## src/hw/rtl/epd_pkg.sv

```systemverilog
// ----------------------------------------------------------------------------
// Endless potentiometer decoder package
// Shared widths, constants and the control word of the arithmetic unit.
// ----------------------------------------------------------------------------
package epd_pkg;

  localparam int VAL_W           = 10;
  localparam int DEF_NUM_SAMPLES = 8;
  // Fraction bits of the reciprocal of the ring length. Twenty-two bits keep
  // the quotient exact for every sum of up to 64 ring entries.
  localparam int DIV_SHIFT       = 22;

  localparam logic [VAL_W-1:0] HYST_RESET = 10'd2;
  localparam logic [VAL_W-1:0] POS_HALF   = 10'd512;
  localparam logic [VAL_W:0]   POS_FULL   = 11'd1024;

  localparam logic DIR_CW  = 1'b0;
  localparam logic DIR_CCW = 1'b1;

  typedef enum logic [1:0] {
    UOP_NOP = 2'd0,
    UOP_CLR = 2'd1,
    UOP_ACC = 2'd2,
    UOP_DIV = 2'd3
  } unit_op_t;

  typedef struct packed {
    unit_op_t            op;
  } unit_ctrl_t;

endpackage

```

## src/hw/rtl/endless_pot_position_decoder_core.sv

```systemverilog
// ----------------------------------------------------------------------------
// Endless potentiometer position decoder
// Filters wiper pairs by hysteresis, averages two sample rings and derives
// the angular position and the direction of rotation.
// ----------------------------------------------------------------------------
// One word is taken at a time. A pair that fails the hysteresis test goes from
// the check state straight to the finish state and presents its result as the
// block becomes ready again. An accepted pair passes through the write, sum,
// drain, divide and update states before the finish state, and the next word
// is taken only once its result is registered: the ring RAM is read one
// entry per cycle into a single accumulator pair, and the two averages then
// come from a multiplication of each sum by the reciprocal of the ring length
// on the same unit. Ring entries not yet written read as zero, so no clearing
// pass follows reset. A result that is not taken holds the block in its finish
// state until the result register is free.
module endless_pot_position_decoder_core
  import epd_pkg::*;
#(
  parameter int NUM_SAMPLES = DEF_NUM_SAMPLES
) (
  input  logic        clk,
  input  logic        rst_n,
  input  logic        cfg_valid,
  output logic        cfg_ready,
  input  logic [9:0]  cfg_data,   // hysteresis
  input  logic        in_tvalid,
  output logic        in_tready,
  input  logic [23:0] in_tdata,   // [9:0] wiper_a, [19:10] wiper_b, rest zero
  output logic        out_tvalid,
  input  logic        out_tready,
  output logic [15:0] out_tdata,  // [9:0] position, [10] direction, rest zero
  output logic        out_tuser   // [0] accepted
);

  localparam int AW = (NUM_SAMPLES > 1) ? $clog2(NUM_SAMPLES) : 1;
  localparam logic [AW-1:0] LAST_SLOT = AW'(NUM_SAMPLES - 1);

  typedef enum logic [7:0] {
    S_IDLE  = 8'b0000_0001,
    S_CHECK = 8'b0000_0010,
    S_WRITE = 8'b0000_0100,
    S_SUM   = 8'b0000_1000,
    S_DRAIN = 8'b0001_0000,
    S_DIV   = 8'b0010_0000,
    S_UPD   = 8'b0100_0000,
    S_FIN   = 8'b1000_0000
  } state_t;

  state_t            state_r, state_nxt;
  logic [VAL_W-1:0]  hyst_r;
  logic [VAL_W-1:0]  a_r, b_r;
  logic [AW-1:0]     slot_r;
  logic              full_r;
  logic [AW-1:0]     rd_cnt_r;
  logic              rd_pend_r;
  logic              rd_mask_r;
  logic [VAL_W-1:0]  prev_a_r, prev_b_r;
  logic [VAL_W-1:0]  angle_r;
  logic              dir_r;
  logic              ok_r;
  logic              out_valid_r;
  logic [VAL_W-1:0]  out_pos_r;
  logic              out_dir_r;
  logic              out_acc_r;

  logic [VAL_W-1:0]   diff_a, diff_b;
  logic               ok;
  logic               out_free;
  logic [2*VAL_W-1:0] ram_rdata;
  logic [VAL_W-1:0]   unit_in_a, unit_in_b;
  logic [VAL_W-1:0]   avg_a, avg_b;
  unit_ctrl_t         uctrl;
  logic [VAL_W:0]     up_diff;

  assign cfg_ready = 1'b1;
  assign in_tready = (state_r == S_IDLE);
  assign out_free  = !out_valid_r || out_tready;

  assign diff_a = (a_r >= prev_a_r) ? (a_r - prev_a_r) : (prev_a_r - a_r);
  assign diff_b = (b_r >= prev_b_r) ? (b_r - prev_b_r) : (prev_b_r - b_r);
  assign ok     = (diff_a >= hyst_r) && (diff_b >= hyst_r);

  epd_ram #(
    .WIDTH (2 * VAL_W),
    .DEPTH (NUM_SAMPLES)
  ) u_ring (
    .clk     (clk),
    .wr_en   (state_r == S_WRITE),
    .wr_addr (slot_r),
    .wr_data ({b_r, a_r}),
    .rd_addr (rd_cnt_r),
    .rd_data (ram_rdata)
  );

  // Slots are filled in order, so a slot is written once the ring has wrapped
  // or the slot lies below the write pointer.
  assign unit_in_a = rd_mask_r ? ram_rdata[VAL_W-1:0]       : '0;
  assign unit_in_b = rd_mask_r ? ram_rdata[2*VAL_W-1:VAL_W] : '0;

  always_comb begin
    uctrl.op = UOP_NOP;
    case (state_r)
      S_CHECK: uctrl.op = UOP_CLR;
      S_SUM:   uctrl.op = rd_pend_r ? UOP_ACC : UOP_NOP;
      S_DRAIN: uctrl.op = UOP_ACC;
      S_DIV:   uctrl.op = UOP_DIV;
      default: uctrl.op = UOP_NOP;
    endcase
  end

  epd_unit #(
    .NUM_SAMPLES (NUM_SAMPLES)
  ) u_unit (
    .clk    (clk),
    .ctrl   (uctrl),
    .data_a (unit_in_a),
    .data_b (unit_in_b),
    .quo_a  (avg_a),
    .quo_b  (avg_b)
  );

  assign up_diff = POS_FULL - {1'b0, avg_a};

  always_comb begin
    state_nxt = state_r;
    case (state_r)
      S_IDLE:  if (in_tvalid) state_nxt = S_CHECK;
      S_CHECK: state_nxt = ok ? S_WRITE : S_FIN;
      S_WRITE: state_nxt = S_SUM;
      S_SUM:   if (rd_cnt_r == LAST_SLOT) state_nxt = S_DRAIN;
      S_DRAIN: state_nxt = S_DIV;
      S_DIV:   state_nxt = S_UPD;
      S_UPD:   state_nxt = S_FIN;
      S_FIN:   if (out_free) state_nxt = S_IDLE;
      default: state_nxt = S_IDLE;
    endcase
  end

  always_ff @(posedge clk) begin
    if (!rst_n) begin
      state_r     <= S_IDLE;
      hyst_r      <= HYST_RESET;
      slot_r      <= '0;
      full_r      <= 1'b0;
      rd_cnt_r    <= '0;
      rd_pend_r   <= 1'b0;
      prev_a_r    <= '0;
      prev_b_r    <= '0;
      angle_r     <= '0;
      dir_r       <= DIR_CW;
      ok_r        <= 1'b0;
      out_valid_r <= 1'b0;
    end else begin
      state_r   <= state_nxt;
      rd_pend_r <= (state_r == S_SUM);
      if (cfg_valid) begin
        hyst_r <= cfg_data;
      end
      if (state_r == S_CHECK) begin
        ok_r <= ok;
      end
      if (state_r == S_WRITE) begin
        rd_cnt_r <= '0;
        if (slot_r == LAST_SLOT) begin
          slot_r <= '0;
          full_r <= 1'b1;
        end else begin
          slot_r <= slot_r + 1'b1;
        end
      end
      if (state_r == S_SUM) begin
        if (rd_cnt_r != LAST_SLOT) begin
          rd_cnt_r <= rd_cnt_r + 1'b1;
        end
      end
      if (state_r == S_UPD) begin
        if (avg_b >= POS_HALF) begin
          angle_r <= up_diff[VAL_W:1];
          if (avg_a < prev_a_r) begin
            dir_r <= DIR_CW;
          end else if (avg_a > prev_a_r) begin
            dir_r <= DIR_CCW;
          end
        end else begin
          angle_r <= (avg_a >> 1) + POS_HALF;
          if (avg_a > prev_a_r) begin
            dir_r <= DIR_CW;
          end else if (avg_a < prev_a_r) begin
            dir_r <= DIR_CCW;
          end
        end
        prev_a_r <= avg_a;
        prev_b_r <= avg_b;
      end
      if (state_r == S_FIN && out_free) begin
        out_valid_r <= 1'b1;
      end else if (out_tready) begin
        out_valid_r <= 1'b0;
      end
    end
  end

  always_ff @(posedge clk) begin
    if (state_r == S_IDLE && in_tvalid) begin
      a_r <= in_tdata[VAL_W-1:0];
      b_r <= in_tdata[2*VAL_W-1:VAL_W];
    end
    rd_mask_r <= full_r || (rd_cnt_r < slot_r);
    if (state_r == S_FIN && out_free) begin
      out_pos_r <= angle_r;
      out_dir_r <= dir_r;
      out_acc_r <= ok_r;
    end
  end

  assign out_tvalid = out_valid_r;
  assign out_tdata  = {5'b0, out_dir_r, out_pos_r};
  assign out_tuser  = out_acc_r;

`ifndef SYNTHESIS
  a_out_from_fin: assert property (@(posedge clk) disable iff (!rst_n)
    $rose(out_valid_r) |-> $past(state_r == S_FIN))
    else $error("result word raised outside the finish state");

  a_slot_range: assert property (@(posedge clk) disable iff (!rst_n)
    slot_r <= LAST_SLOT)
    else $error("ring write pointer beyond the ring length");

  a_div_one: assert property (@(posedge clk) disable iff (!rst_n)
    state_r == S_DIV |=> state_r == S_UPD)
    else $error("division step lasted more than one cycle");

  a_busy: assert property (@(posedge clk) disable iff (!rst_n)
    (in_tvalid && in_tready) |=> !in_tready)
    else $error("input taken while a word is still in work");
`endif

endmodule

```

## src/hw/rtl/epd_ram.sv

```systemverilog
// ----------------------------------------------------------------------------
// Generic RAM
// One write port and one read port, read data registered.
// ----------------------------------------------------------------------------
module epd_ram #(
  parameter int WIDTH  = 20,
  parameter int DEPTH  = 8,
  parameter int ADDR_W = (DEPTH > 1) ? $clog2(DEPTH) : 1
) (
  input  logic              clk,
  input  logic              wr_en,
  input  logic [ADDR_W-1:0] wr_addr,
  input  logic [WIDTH-1:0]  wr_data,
  input  logic [ADDR_W-1:0] rd_addr,
  output logic [WIDTH-1:0]  rd_data
);

  logic [WIDTH-1:0] mem [DEPTH];
  logic [WIDTH-1:0] rd_data_r;

  always_ff @(posedge clk) begin
    if (wr_en) begin
      mem[wr_addr] <= wr_data;
    end
    rd_data_r <= mem[rd_addr];
  end

  assign rd_data = rd_data_r;

endmodule

```

## src/hw/rtl/epd_unit.sv

```systemverilog
// ----------------------------------------------------------------------------
// Endless potentiometer decoder arithmetic unit
// Two accumulator lanes that first sum the ring entries, then divide each sum
// by the ring length with one multiplication by a fixed reciprocal.
// ----------------------------------------------------------------------------
module epd_unit
  import epd_pkg::*;
#(
  parameter int NUM_SAMPLES = DEF_NUM_SAMPLES
) (
  input  logic             clk,
  input  unit_ctrl_t       ctrl,
  input  logic [VAL_W-1:0] data_a,
  input  logic [VAL_W-1:0] data_b,
  output logic [VAL_W-1:0] quo_a,
  output logic [VAL_W-1:0] quo_b
);

  localparam int SUM_W  = VAL_W + $clog2(NUM_SAMPLES + 1);
  localparam int RCP_W  = DIV_SHIFT + 1;
  localparam int PROD_W = SUM_W + RCP_W;
  // Rounded-up reciprocal; its error is small enough that the truncated
  // product equals the truncating quotient for every reachable sum.
  localparam logic [RCP_W-1:0] RECIP =
    RCP_W'(((1 << DIV_SHIFT) + NUM_SAMPLES - 1) / NUM_SAMPLES);

  logic [SUM_W-1:0]  acc_a_r, acc_a_nxt;
  logic [SUM_W-1:0]  acc_b_r, acc_b_nxt;
  logic [VAL_W-1:0]  quo_a_r, quo_a_nxt;
  logic [VAL_W-1:0]  quo_b_r, quo_b_nxt;
  logic [PROD_W-1:0] prod_a, prod_b;

  assign prod_a = PROD_W'(acc_a_r) * PROD_W'(RECIP);
  assign prod_b = PROD_W'(acc_b_r) * PROD_W'(RECIP);

  always_comb begin
    acc_a_nxt = acc_a_r;
    acc_b_nxt = acc_b_r;
    quo_a_nxt = quo_a_r;
    quo_b_nxt = quo_b_r;
    case (ctrl.op)
      UOP_CLR: begin
        acc_a_nxt = '0;
        acc_b_nxt = '0;
        quo_a_nxt = '0;
        quo_b_nxt = '0;
      end
      UOP_ACC: begin
        acc_a_nxt = acc_a_r + SUM_W'(data_a);
        acc_b_nxt = acc_b_r + SUM_W'(data_b);
      end
      UOP_DIV: begin
        quo_a_nxt = prod_a[DIV_SHIFT +: VAL_W];
        quo_b_nxt = prod_b[DIV_SHIFT +: VAL_W];
      end
      default: begin
      end
    endcase
  end

  always_ff @(posedge clk) begin
    acc_a_r <= acc_a_nxt;
    acc_b_r <= acc_b_nxt;
    quo_a_r <= quo_a_nxt;
    quo_b_r <= quo_b_nxt;
  end

  assign quo_a = quo_a_r;
  assign quo_b = quo_b_r;

endmodule

```

## config.mk

```make
export PLATFORM = sky130hd
export DESIGN_NAME = endless_pot_position_decoder_core
export DESIGN_NICKNAME = d
export VERILOG_FILES = /design/src/hw/rtl/epd_pkg.sv /design/src/hw/rtl/endless_pot_position_decoder_core.sv /design/src/hw/rtl/epd_ram.sv /design/src/hw/rtl/epd_unit.sv
export SDC_FILE = /design/constraint.sdc
export NUM_CORES = 1
export LEC_CHECK = 0
export BUFFER_PORTS_ARGS = -buffer_cell sky130_fd_sc_hd__buf_2
export CAP_MARGIN = 10
export CORE_MARGIN = 4
export CORE_UTILIZATION = 25
export DETAILED_ROUTE_END_ITERATION = 7
export PLACE_DENSITY = 0.43
export REMOVE_ABC_BUFFERS = 1
export SETUP_SLACK_MARGIN = 0.02
export SLEW_MARGIN = 25
export SYNTH_ARGS = -nofsm -noshare
export SYNTH_HDL_FRONTEND = slang
export SYNTH_SLANG_ARGS = --single-unit
```

## constraint.sdc

```tcl
create_clock -name clk -period 3.76 [get_ports clk]
set_clock_uncertainty 0.1 [all_clocks]
set_input_delay 0 -clock clk [delete_from_list [all_inputs] [get_ports clk]]
set_output_delay 0 -clock clk [all_outputs]
set_load 0.005 [all_outputs]
```

## Yosys cells after proc, flatten, opt, wreduce, memory -nomap -nowiden

Memory sizes are Yosys's and may differ from the RTL's. A register that Yosys moved wholly into a read port is not among the register bits.
Cells that the tools add are included.

- Memories: 1
- Memory bits (writable): 160
- Output and inout bits: 20
- Logic and storage cells: 100
- Input port bits: 39
- Register bits: 140

- Reduce and logical (&&, ||, !) cells: 13
- Order comparisons: 8
- Muxes and demuxes: 29
- Add/subtract/negate cells: 10
- Equality and inequality tests: 17

Memories:

| name | depth | width | read ports | clocked after memory_dff | write ports | line | source |
|---|---|---|---|---|---|---|---|
| u_ring.mem | 8 | 20 | 1 | 1 | 1 | epd_ram.sv:18 | `logic [WIDTH-1:0] mem [DEPTH];` |

Operators with widths:

| cell | count |
|---|---|
| $pmux 8 s8 | 1 |
| $pmux 14 s2 | 2 |
| $mux 10 | 5 |
| $ge 10x10->1 | 4 |
| $pmux 10 s2 | 2 |
| $sub 10x10->10 | 4 |
| $mux 8 | 4 |
| $add 14x10->14 | 2 |
| $mux 3 | 4 |
| $sub 11x10->11 const A | 1 |
| $add 9x10->10 const B | 1 |
| $ge 10x10->1 const B | 1 |
| $gt 10x10->1 | 1 |
| $lt 10x10->1 | 1 |
| $mux 1 | 9 |
| $eq 8x1->1 const B | 1 |
| $eq 8x2->1 const B | 1 |
| $eq 8x3->1 const B | 1 |
| $eq 8x4->1 const B | 1 |
| $eq 8x5->1 const B | 1 |
| $eq 8x6->1 const B | 1 |
| $eq 8x7->1 const B | 1 |
| $eq 8x8->1 const B | 1 |
| $pmux 2 s4 | 1 |
| 14 further kinds | 26 |

## Longest topological paths before layout

Gate-level depths: netlist of the first run.

- Depth in word-level cells: 6
- Gate-level depth with buffers: 17

## By module

Synthesis of the first run repeated with hierarchy kept, for this count alone.

- Cells, all modules: 1,178
- Area, all modules: 15,397.3 um^2

Modules (own cells, without submodules):

| module | cells an instance | sequential area each (um^2) | instances | area each (um^2) |
|---|---|---|---|---|
| epd_ram | 264 | 5,205.0 | 1 | 6,612.6 |
| endless_pot_position_decoder_core | 689 | 2,162.1 | 1 | 6,113.4 |
| epd_unit | 225 | 1,381.3 | 1 | 2,671.3 |

## Worst setup path before layout of the first run

OpenSTA, ideal clock, no wires.

- Path kind: flip-flop to flip-flop
- From: register a_r[0]
- To: register ok_r
- Cell stages (with the launch flop): 16
- Arrival time: 3.618 ns
- Data required time: 3.525 ns
- Setup time: 0.135 ns
- Slack: -0.093 ns
- Period minus slack after synthesis: 3.853 ns
- Cells stage by stage: edfxtp_1 > inv_1 > ha_1 > inv_1 > fa_1 > nand3_1 > a31oi_1 > o41ai_2 > buf_4 > mux2_2 > ha_1 > a211oi_1 > o21ai_0 > a2111oi_0 > or3_1 > o22ai_1

- Cells in the longest elaborated chain, start to end: 4

Ends and longest elaborated chain:

| item | line | source |
|---|---|---|
| from (decl) | endless_pot_position_decoder_core.sv:51 | `logic [VAL_W-1:0] a_r, b_r;` |
| from (signal assigned) | endless_pot_position_decoder_core.sv:205 | `a_r <= in_tdata[VAL_W-1:0];` |
| $sub 10x10->10 / $ge 10x10->1 (equally long branches) | endless_pot_position_decoder_core.sv:79 | `assign diff_a = (a_r >= prev_a_r) ? (a_r - prev_a_r) : (prev_a_r - a_r);` |
| $mux 10 (*) | endless_pot_position_decoder_core.sv:79 |  |
| $ge 10x10->1 (*) | endless_pot_position_decoder_core.sv:81 | `assign ok = (diff_a >= hyst_r) && (diff_b >= hyst_r);` |
| $logic_and 1x1->1 (*) | endless_pot_position_decoder_core.sv:81 |  |
| to (signal assigned) | endless_pot_position_decoder_core.sv:160 | `ok_r <= ok;` |
| to (decl) | endless_pot_position_decoder_core.sv:60 | `logic ok_r;` |

Mark *: on every way between the ends. The rest lies on a longest branch, timed or not.
A chain may end at the register's enable or synchronous reset.

## Worst setup path after layout of the first run

Same ends and word-level chain as after synthesis.

==> impl_results.md, run 1 <==
* Clock-pin slew on the worst setup and hold paths at 0.06 ns
* Worst IR Drop VDD at 443 µV
* Most frequent cells in the layout: 238 x edfxtp_1, 98 x nand2_1, 95 x ha_1
* CP max-delay cell: edfxtp_1
* Die H at around 260 µm
* Congestion Overflow GR at 0
* Max Freq at 265 MHz
* DR WL/cell at 18.4 µm
* Leak at 0.00690 µW
* Ys Warns at 0
* Fill cells at 6026
* GRT Overall Usage at roughly 12%
* Reg2reg path depth at 19
* Min Clock Period, post-route at roughly 3.8 ns
* Final setup violation count at 1
* Area Growth Syn to Fin at 22.9%
* Slew Viols, Final at 0
* CP startpoint: a_r[0]
* Starting DRT DRC Count at approximately 520
* Failing checks: negative setup slack
* Worst Hold Endpoint: b_r[7]
* Hpwl dp at 27700 µm
* HP Start: in_tdata[17]
* First-pass GRT wire length at roughly 61000 µm
* Share of cells above drive strength 1 at 20.7%
* Critical-path cell list: inv_1 -> ha_2 -> inv_2 -> fa_2 -> nand3_4 -> a31oi_4 -> o41ai_4 -> buf_4 -> buf_6 -> buf_6 -> mux2i_1 -> xnor2_1 -> ha_1 -> o21ai_2 -> o21ai_2 -> a2111oi_2 -> buf_4 -> or3_4 -> o22ai_2
* ANT nets after route at 0
* Final TNS setup at -0.0124 ns
* Power Density at 486 nW/µm²
* Slew @ Worst Pin at about 0.95 ns
* Clock buffer depth at 3
* Starting density of the core at about a quarter
* DR pass1 iterations at 5
* GPL Wtd Cong at 0.846
* Slowest Stage Delay on Critical Path at ~0.39 ns
* DP Worst Slack at -0.158 ns
* Final core utilization at between 30% and 40%
* Ys async rst share at 0%
* Pin count of the biggest net entering global routing at 37
* R2r setup slk at -0.01 ns
* Mapped cell area at 15300 µm²
* Status: finished with violations
* Total power draw at 9140 µW
* Clock share of power at roughly two fifths
* # IOs at slightly below 60
* CTS tree: built
* Startpoint types: register
* Origin of the critical flop-to-flop path: a_r[0]
* Nets@finish at 1505
* Crit path depth at 19
* Row count at 90
* WP data arrival at 4.08 ns
* Port bufs at 48
* Tcrit/Tclk final at 100%
* Switching share of power at between 20% and 30%
* Die width at between 200 and 300 µm
* Clock tree root driver cell: clkbuf_16
* Vias at 9750
* Combinational group share of total power at between 15 and 20%
* Most common cell after layout, fill and taps aside: edfxtp_1
* Syn Inst Count at between 1000 and 1500
* Post-synthesis sequential area ratio at 57.1%
* RSZ-0062 raised after global routing: yes
* Max cap viols at 0
* Seq cells post-synth at 318
* Slew Limit Headroom at 36.2%
* Final WS setup at -0.0124 ns
* Worst Path Max Fanout at 4
* Avg Vias per Cell at 4.49
* # clock sinks at 318
* Avg Inst Size Synth at 12.8 µm²
* Critical path class: reg -> reg
* Final hold slack at 0.0609 ns
* Inserted Clock Buffers at 37
* Residual DRC count at 0
* Die area at roughly 65000 µm²
* Library cells used by synthesis at 65
* Final WL at 39900 µm
* Cell Int Power at 6800 µW
* Hold Crit Depth at 2
* Worst setup EP type: register
* Core footprint at approximately 60000 µm²
* Critical Path RT at 4.07 ns
* Most used DFF post-synth: edfxtp_1
* Number of flops mapped to enable cells by yosys at between 200 and 250
* Initial antenna violation count at 1
* Largest delay contributor family on the critical path: compound AO/OA/AOI/OAI gates
* Psw at 2340 µW
* Vias in the first global route at 10200
* HP Class: in -> reg
* R2R Path End: ok_r
* H-tree depth at 2
* Buf+Inv Stages, Crit Path at 6
* Reg power frac at 44.4%
* Final Hold Fails at 0
* Clock Latency Late Sink at 0.55 ns
## layer usage
metal,wire length [µm],global-route usage (%),up-vias,part of all wire (%)
li1,-,-,4708,-
met1,18200,16.1,4799,46
met2,18800,20.2,187,47
met3,1950,2.47,56,4.9
met4,961,3.75,0,2.4
met5,0,0,-,0
## cell usage after synthesis (2+ instances only)
cell	count	area share, %
a32o_1	2	0.13
nor2b_1	23	0.94
nor2_1	38	0.93
a41o_1	2	0.13
mux2i_1	31	2.0
a311o_1	2	0.13
inv_1	83	2.0
nand4_1	9	0.37
o31ai_1	5	0.25
nand4b_1	2	0.11
conb_1	2	0.049
o211ai_1	7	0.34
buf_2	8	0.26
clkbuf_1	28	0.69
a21oi_1	62	2.0
dfxtp_1	80	10
a211oi_1	12	0.59
nand2b_1	18	0.74
o21a_1	8	0.39
a21boi_0	26	1.3
mux4_2	40	5.9
or3_1	9	0.37
ha_1	97	7.9
nor3_1	25	0.82
fa_1	6	0.78
xor2_1	13	0.74
o31a_1	2	0.11
mux2_2	22	1.6
and3_1	7	0.29
nand3_1	5	0.16
nand2_1	98	2.4
edfxtp_1	238	47
and4_1	2	0.11
or2_2	6	0.25
nand3b_1	3	0.15
a21o_1	12	0.59
o21ai_0	43	1.4
buf_1	6	0.15
xnor2_1	14	0.80
o22ai_1	3	0.12
and2_1	51	2.1
nor3b_1	4	0.20
a31oi_1	6	0.25
buf_4	8	0.39
o211a_1	8	0.52
## worst max path at each step
stage | slack (ns) | end
detailed placement | -0.16 | ok_r
global route | -0.22 | ok_r
global placement | -0.21 | ok_r
finish | -0.01 | ok_r
CTS | 0.05 | ok_r
floorplan | -0.42 | ok_r
## worst register-to-register path: cells and delay by family (launching register included)
kind / cells / cell delay, ns
AOI/OAI and AO/OA: 6 / 1.08
xor gates and xnor gates: 1 / 0.10
adders and majority gates: 3 / 0.88
buffers and inverters: 6 / 0.68
DFF: 1 / 0.39
muxes: 1 / 0.20
and+or+nand+nor: 2 / 0.21
## area by class of cell
cell class                 instances  area, µm²  share of cell area [%]
sequential                       318       8750                    46.5
multi-input combinational        747       6170                    32.8
timing repair buffer             176       1370                    7.25
clock buffer                      48       1030                    5.46
tap                              782        978                    5.20
inverter                          83        312                    1.66
clock inverter                    18        215                    1.14
antenna                            1       2.50                  0.0133
## stage by stage
step | std cells | area [µm²]
global route | 2172 | 18800
detailed placement | 2048 | 16900
global placement | 2048 | 16900
CTS | 2170 | 18700
floorplan | 1148 | 15100
finish | 2173 | 18800
## power groups by stage
stage | sequential, µW | clock, µW | combinational [µW]
after detailed placement | 4140 | 0 | 1220
after global routing | 4070 | 3930 | 1570
final | 4060 | 3680 | 1400
after global placement | 4130 | 0 | 1210
after floorplan | 4110 | 0 | 743
after CTS | 4060 | 3800 | 1310
## state kept, by name (all words and copies together) (netlist names), 13 cells and up
name,cells
u_ring.mem,160
u_ring.rd_data,20
u_unit.acc_a_r,13
u_unit.acc_b_r,13
## what timing repair did
action | CTS | global route
pin swaps | 4 | 18
cloned | 1 | 0
endpoints found under the setup margin | 3 | 3
endpoints found under the hold margin | 69 | 0
hold buffers | 51 | 0
setup buffers | 4 | 2
gates resized for setup | 7 | 31
## logic make-up after synthesis
| kind of cell | count (synthesis) | synth area share, % |
|---|---|---|
| other | 2 | 0.0491 |
| multiplexers | 93 | 9.53 |
| XOR/XNOR | 27 | 1.54 |
| buffers and inverters | 135 | 3.63 |
| AO/OA/AOI/OAI | 209 | 8.89 |
| adder cells (fa/ha/maj) | 103 | 8.71 |
| AND/OR/NAND/NOR | 309 | 10.5 |
| flip-flops | 318 | 57.1 |
Power figures use the tool's default switching activity.
==> inputs of run 2 (changes only) <==
Settings changed: ABC_AREA set to 0, CORE_ASPECT_RATIO set to 0.7.
==> run 2 against run 1 <==
The flow still finishes with violations (negative setup slack). Utilization is 0.32 points higher. Combinational power rose by 4%. Critical path depth fell by 3. Critical path type unchanged. Largest cell class unchanged.
==> impl_results.md, run 2 (synthesized netlist as in run 1, its figures left out) <==
* Row count at 75 (-17%)
* Slew Viols, Final at 0 (unchanged)
* H-tree depth at 2 (unchanged)
* GPL Wtd Cong at 0.815 (-3.7%)
* First-pass GRT wire length at 63600 µm (+3.9%)
* Die width at 304 µm (+19%)
* ANT nets after route at 0 (unchanged)
* Final hold slack at 0.0613 ns (+0.000359 ns)
* Max Freq at 264 MHz (-0.50%)
* Nets@finish at 1511 (+0.40%)
* DR WL/cell at 18.9 µm (+2.8%)
* Failing checks: negative setup slack
* Die area at 65300 µm² (about the same)
* Final WS setup at -0.0313 ns (-0.0189 ns)
* CTS tree: built
* Final setup violation count at 2 (+1)
* Clock-pin slew on the worst setup and hold paths at 0.06 ns (about the same)
* Worst setup EP type: register
* Residual DRC count at 0 (unchanged)
* DR pass1 iterations at 5 (unchanged)
* R2r setup slk at -0.03 ns (-0.02 ns)
* Power Density at 487 nW/µm² (+0.32%)
* Congestion Overflow GR at 0 (unchanged)
* Largest reg by FF count: u_ring.mem
* # IOs at 59 (unchanged)
* Clock tree root driver cell: clkbuf_16
* Final WL at 41700 µm (+4.4%)
* Final Hold Fails at 0 (unchanged)
* Slew @ Worst Pin at 0.940 ns (-0.0146 ns)
* RSZ-0062 raised after global routing: yes
* Status: finished with violations
* Max cap viols at 0 (unchanged)
* Share of cells above drive strength 1 at 20.7% (-0.032 points)
* Min Clock Period, post-route at 3.79 ns (+0.0189 ns)
* GRT Overall Usage at 12.7% (+0.53 points)
* Critical path class: reg -> reg
* Clock Latency Late Sink at 0.55 ns (about the same)
* WP data arrival at 4.12 ns (+0.04 ns)
* Critical Path RT at 4.08 ns (about the same)
* Most common cell after layout, fill and taps aside: edfxtp_1
* Hpwl dp at 28500 µm (+2.9%)
* Slew Limit Headroom at 37.3% (+1.2 points)
* Starting density of the core at 25.4% (+0.095 points)
* Leak at 0.00694 µW (+0.64%)
* Starting DRT DRC Count at 639 (+22%)
* DP Worst Slack at -0.305 ns (-0.147 ns)
* Number of flip-flops in the largest register at 160 (unchanged)
* Total power draw at 9230 µW (+0.98%)
* Vias at 9839 (+0.91%)
* Worst Path Max Fanout at 7 (+3)
* Core footprint at 60200 µm² (-0.37%)
* # clock sinks at 318 (unchanged)
* Most frequent cells in the layout: 238 x edfxtp_1, 98 x nand2_1, 93 x ha_1
* HP Class: in -> reg
* Initial antenna violation count at 1 (unchanged)
* Inserted Clock Buffers at 36 (-2.7%)
* Tcrit/Tclk final at 101% (+0.50 points)
* Port bufs at 48 (unchanged)
* Worst IR Drop VDD at 312 µV (-30%)
* Startpoint types: register
* Pin count of the biggest net entering global routing at 38 (+2.7%)
* Clock buffer depth at 3 (unchanged)
* Avg Vias per Cell at 4.46 (-0.64%)
* Area Growth Syn to Fin at 23.7%
* Die H at 215 µm (-16%)
* Vias in the first global route at 9922 (-2.6%)
[run 2: worst paths after layout]
| path | from | end | depth (start not counted) |
|---|---|---|---|
| worst max-delay path | a_r[3] | ok_r | 16 |
| worst min-delay path | in_tdata[5] | a_r[5] | 2 |
| worst max register to register | a_r[3] | ok_r | 16 |
| worst min register to register | angle_r[6] | out_pos_r[6] | 0 |
[run 2: stage by stage]
| step | instances | TNS (ns) | instance area (µm²) | util [%] |
|---|---|---|---|---|
| floorplan | 1148 | -1.09 | 15100 | - |
| global placement | 2072 | -0.781 | 16900 | 28.1 |
| detailed placement | 2072 | -0.847 | 16900 | 28.1 |
| CTS | 2198 | 0 | 18800 | 31.2 |
| global route | 2205 | -0.727 | 18900 | 31.4 |
| finish | 2207 | -0.0341 | 18900 | 31.4 |
[run 2: power by group]
group | total [µW] | internal [µW] | switching [µW]
combinational | 1450 | 650 | 800
sequential | 4080 | 3950 | 128
clock | 3700 | 2180 | 1520
[run 2: metal layers]
| metal | track usage [%] | vias to the layer above | routed length, µm |
|---|---|---|---|
| li1 | - | 4731 | - |
| met1 | 19.5 | 4881 | 21900 |
| met2 | 18.1 | 172 | 17000 |
| met3 | 2.85 | 55 | 2030 |
| met4 | 2.77 | 0 | 799 |
| met5 | 0 | - | 0 |
[run 2: layout make-up]
| type | count | area, µm² |
|---|---|---|
| repair buffers | 183 | 1460 |
| flip-flops and latches | 318 | 8750 |
| clock buffers | 48 | 1010 |
| multi-input cells | 747 | 6170 |
| clock inverters | 18 | 234 |
| diodes | 2 | 5.00 |
| inverters | 83 | 312 |
| well taps | 808 | 1010 |
| fillers | 6089 | 41300 |
[run 2: critical path, stage by stage, from the launching register on]
cell and delay [ns]:
edfxtp_1 0.39, inv_1 0.06, ha_1 0.39, a21oi_1 0.33
a31oi_4 0.14, o41ai_2 0.36, buf_4 0.22, buf_6 0.11
nor3_2 0.03, a31oi_1 0.20, xor2_1 0.22, ha_2 0.31
o21ai_2 0.07, o21ai_2 0.09, a2111oi_4 0.40, or3_4 0.20
o22ai_2 0.07
[run 2: timing repair]
action / 4_1_cts / 5_1_grt
endpoints found under the hold margin: 66 / 0
pin swaps: 3 / 17
endpoints found under the setup margin: 3 / 3
gates resized for setup: 7 / 24
setup buffers: 5 / 8
hold buffers: 55 / 0
==> inputs of run 3 (changes only) <==
Settings changed: SETUP_SLACK_MARGIN 0.02 to 0.1.
==> run 3 against run 2 <==
Sequential share of layout area is 0.40 points lower. Worst setup slack better by 0.13 ns. Die area stayed put. Clock-buffer cell count stayed put. The flow now finishes without violations. Highest routed layer unchanged. Worst hold slack better by 0.00058 ns. Global-route usage hardly changed.
==> impl_results.md, run 3 (synthesized netlist as in run 1, its figures left out) <==
* DR pass1 iterations at 5 (unchanged)
* Reg2reg path depth at 13 (-3)
* Die H at 215 µm (unchanged)
* Congestion Overflow GR at 0 (unchanged)
* Largest delay contributor family on the critical path: compound AO/OA/AOI/OAI gates
* Worst setup EP type: register
* Worst IR Drop VDD at 313 µV (+0.44%)
* Core footprint at 60200 µm² (unchanged)
* Number of flip-flops in the largest register at 160 (unchanged)
* Initial antenna violation count at 1 (unchanged)
* Met2 GRT Util at 18.3% (+0.20 points)
* Inserted Clock Buffers at 36 (unchanged)
* Hpwl dp at 28500 µm (unchanged)
* Pin count of the biggest net entering global routing at 38 (unchanged)
* Fill cells at 6071 (-0.30%)
* Final std cells w/o fill at 2212 (+0.23%)
* Final setup violation count at 0 (-2)
* Critical Path RT at 4.13 ns (+0.05 ns)
* Min Clock Period, post-route at 3.67 ns (-0.125 ns)
* # clock sinks at 318 (unchanged)
* Residual DRC count at 0 (unchanged)
* WP data arrival at 4.03 ns (-0.09 ns)
* Clock tree root driver cell: clkbuf_16
* Multi-input logic area at 6260 µm² (+1.6%)
* Tcrit/Tclk final at 97.5% (-3.3 points)
* Final WL at 41800 µm (+0.30%)
* Nets@finish at 1517 (+0.40%)
* Worst Path Max Fanout at 5 (-2)
* Clock-pin slew on the worst setup and hold paths at 0.06 ns (about the same)
* Vias at 9868 (+0.29%)
* Critical path class: reg -> reg
* Starting density of the core at 25.4% (unchanged)
* Hold Crit Depth at 2 (unchanged)
* Met3 usage in global routing at 2.85% (unchanged)
* Avg Vias per Cell at 4.46 (about the same)
* First-pass GRT wire length at 63800 µm (+0.38%)
* Startpoint types: register
* Largest reg by FF count: u_ring.mem
* Most used routing layer: met1
* Slew @ Worst Pin at 0.937 ns (-0.00352 ns)
* CP max-delay cell: or4b_4
* Critical-path cell list: inv_1 -> ha_1 -> buf_4 -> o21a_1 -> o31a_1 -> or4b_4 -> a32o_1 -> o32ai_2 -> xnor2_2 -> ha_2 -> o22ai_2 -> or3_4 -> o22ai_2
* Die width at 304 µm (unchanged)
* Share of cells above drive strength 1 at 22.5% (+1.8 points)
* Starting DRT DRC Count at 669 (+4.7%)
* Slew Viols, Final at 0 (unchanged)
* # IOs at 59 (unchanged)
* Vias in the first global route at 10000 (+0.89%)
* DR WL/cell at 18.9 µm (about the same)
* H-tree depth at 2 (unchanged)
* Buf+Inv Stages, Crit Path at 2 (-1)
* Clock buffer depth at 3 (unchanged)
* Status: completed
* Slew Limit Headroom at 37.6% (+0.23 points)
* FF/Latch Area at 8750 µm² (unchanged)
* Leak at 0.00699 µW (+0.69%)
* GRT Overall Usage at 12.7% (+0.050 points)
* Die area at 65300 µm² (unchanged)
* CP most frequent cell: o22ai_2
* M1 GR Usage at 19.5% (-0.021 points)
* Power Density at 490 nW/µm² (+0.64%)
* Port bufs at 48 (unchanged)
* GPL Wtd Cong at 0.815 (unchanged)
* ANT nets after route at 0 (unchanged)
* Slowest Stage Delay on Critical Path at 0.53 ns (+0.13 ns)
* CTS tree: built
* Row count at 75 (unchanged)
* Crit path depth at 13 (-3)
* Most frequent cells in the layout: 238 x edfxtp_1, 98 x nand2_1, 90 x ha_1
* HP Class: in -> reg
* Final core utilization at 31.7% (+0.28 points)
* Max cap viols at 0 (unchanged)
* Clock Latency Late Sink at 0.55 ns (about the same)
* RSZ-0062 raised after global routing: yes
* Final Hold Fails at 0 (unchanged)
* Area Growth Syn to Fin at 24.8%
* Max Freq at 273 MHz (+3.4%)
* Most common cell after layout, fill and taps aside: edfxtp_1
* Placed Cells at 2072 (unchanged)
[run 3: area by class of cell]
class / count / share of cell area, %
multi-input cells: 747 / 32.8
clock inverters: 18 / 1.22
clock buffers: 48 / 5.26
flip-flops and latches: 318 / 45.8
diodes: 1 / 0.0131
inverters: 83 / 1.63
repair buffers: 189 / 8.03
well taps: 808 / 5.29
[run 3: final timing paths]
| kind | startpoint | end | slack [ns] |
|---|---|---|---|
| setup / recovery | a_r[3] | ok_r | 0.09 |
| setup reg to reg | a_r[3] | ok_r | 0.09 |
| hold reg to reg | angle_r[6] | out_pos_r[6] | 0.33 |
| hold / removal | in_tdata[5] | a_r[5] | 0.06 |
[run 3: report_power, final]
group          internal [µW]  leakage, µW  switching (µW)
Combinational            728      0.00358             860
Clock                   2180     0.000595            1520
Sequential              3950      0.00281             124
[run 3: timing repair]
action                                  in CTS  in global routing
hold buffers                                55                  0
pin swaps                                   17                 25
gates resized for setup                     29                 33
buffers inserted                            12                  7
endpoints found under the setup margin       3                  3
cloned                                       0                  0
endpoints found under the hold margin       65                  0
[run 3: worst reg2reg max path, stage by stage (launching register included)]
cell and delay [ns]:
edfxtp_1 0.37, inv_1 0.05, ha_1 0.39, buf_4 0.20
o21a_1 0.11, o31a_1 0.17, or4b_4 0.53, a32o_1 0.25
o32ai_2 0.30, xnor2_2 0.14, ha_2 0.35, o22ai_2 0.09
or3_4 0.40, o22ai_2 0.14
[run 3: layer usage]
metal / vias to the layer above / part of all wire [%] / routed length [µm]
met4: 0 / 1.9 / 792
met1: 4897 / 52 / 21700
li1: 4735 / - / -
met2: 184 / 41 / 17200
met5: - / 0 / 0
met3: 52 / 5.0 / 2110
[run 3: stage by stage]
| stage | setup slack, ns | TNS [ns] | hold WS [ns] | power [µW] | cell area [µm²] |
|---|---|---|---|---|---|
| floorplan | -0.419 | -1.09 | -0.0238 | 4860 | 15100 |
| global placement | -0.287 | -0.781 | 0.0769 | 5390 | 16900 |
| detailed placement | -0.305 | -0.847 | 0.0783 | 5410 | 16900 |
| CTS | 0.107 | 0 | 0.0166 | 9380 | 18900 |
| global route | -0.110 | -0.271 | 0.0324 | 9870 | 19100 |
| finish | 0.0938 | 0 | 0.0618 | 9370 | 19100 |
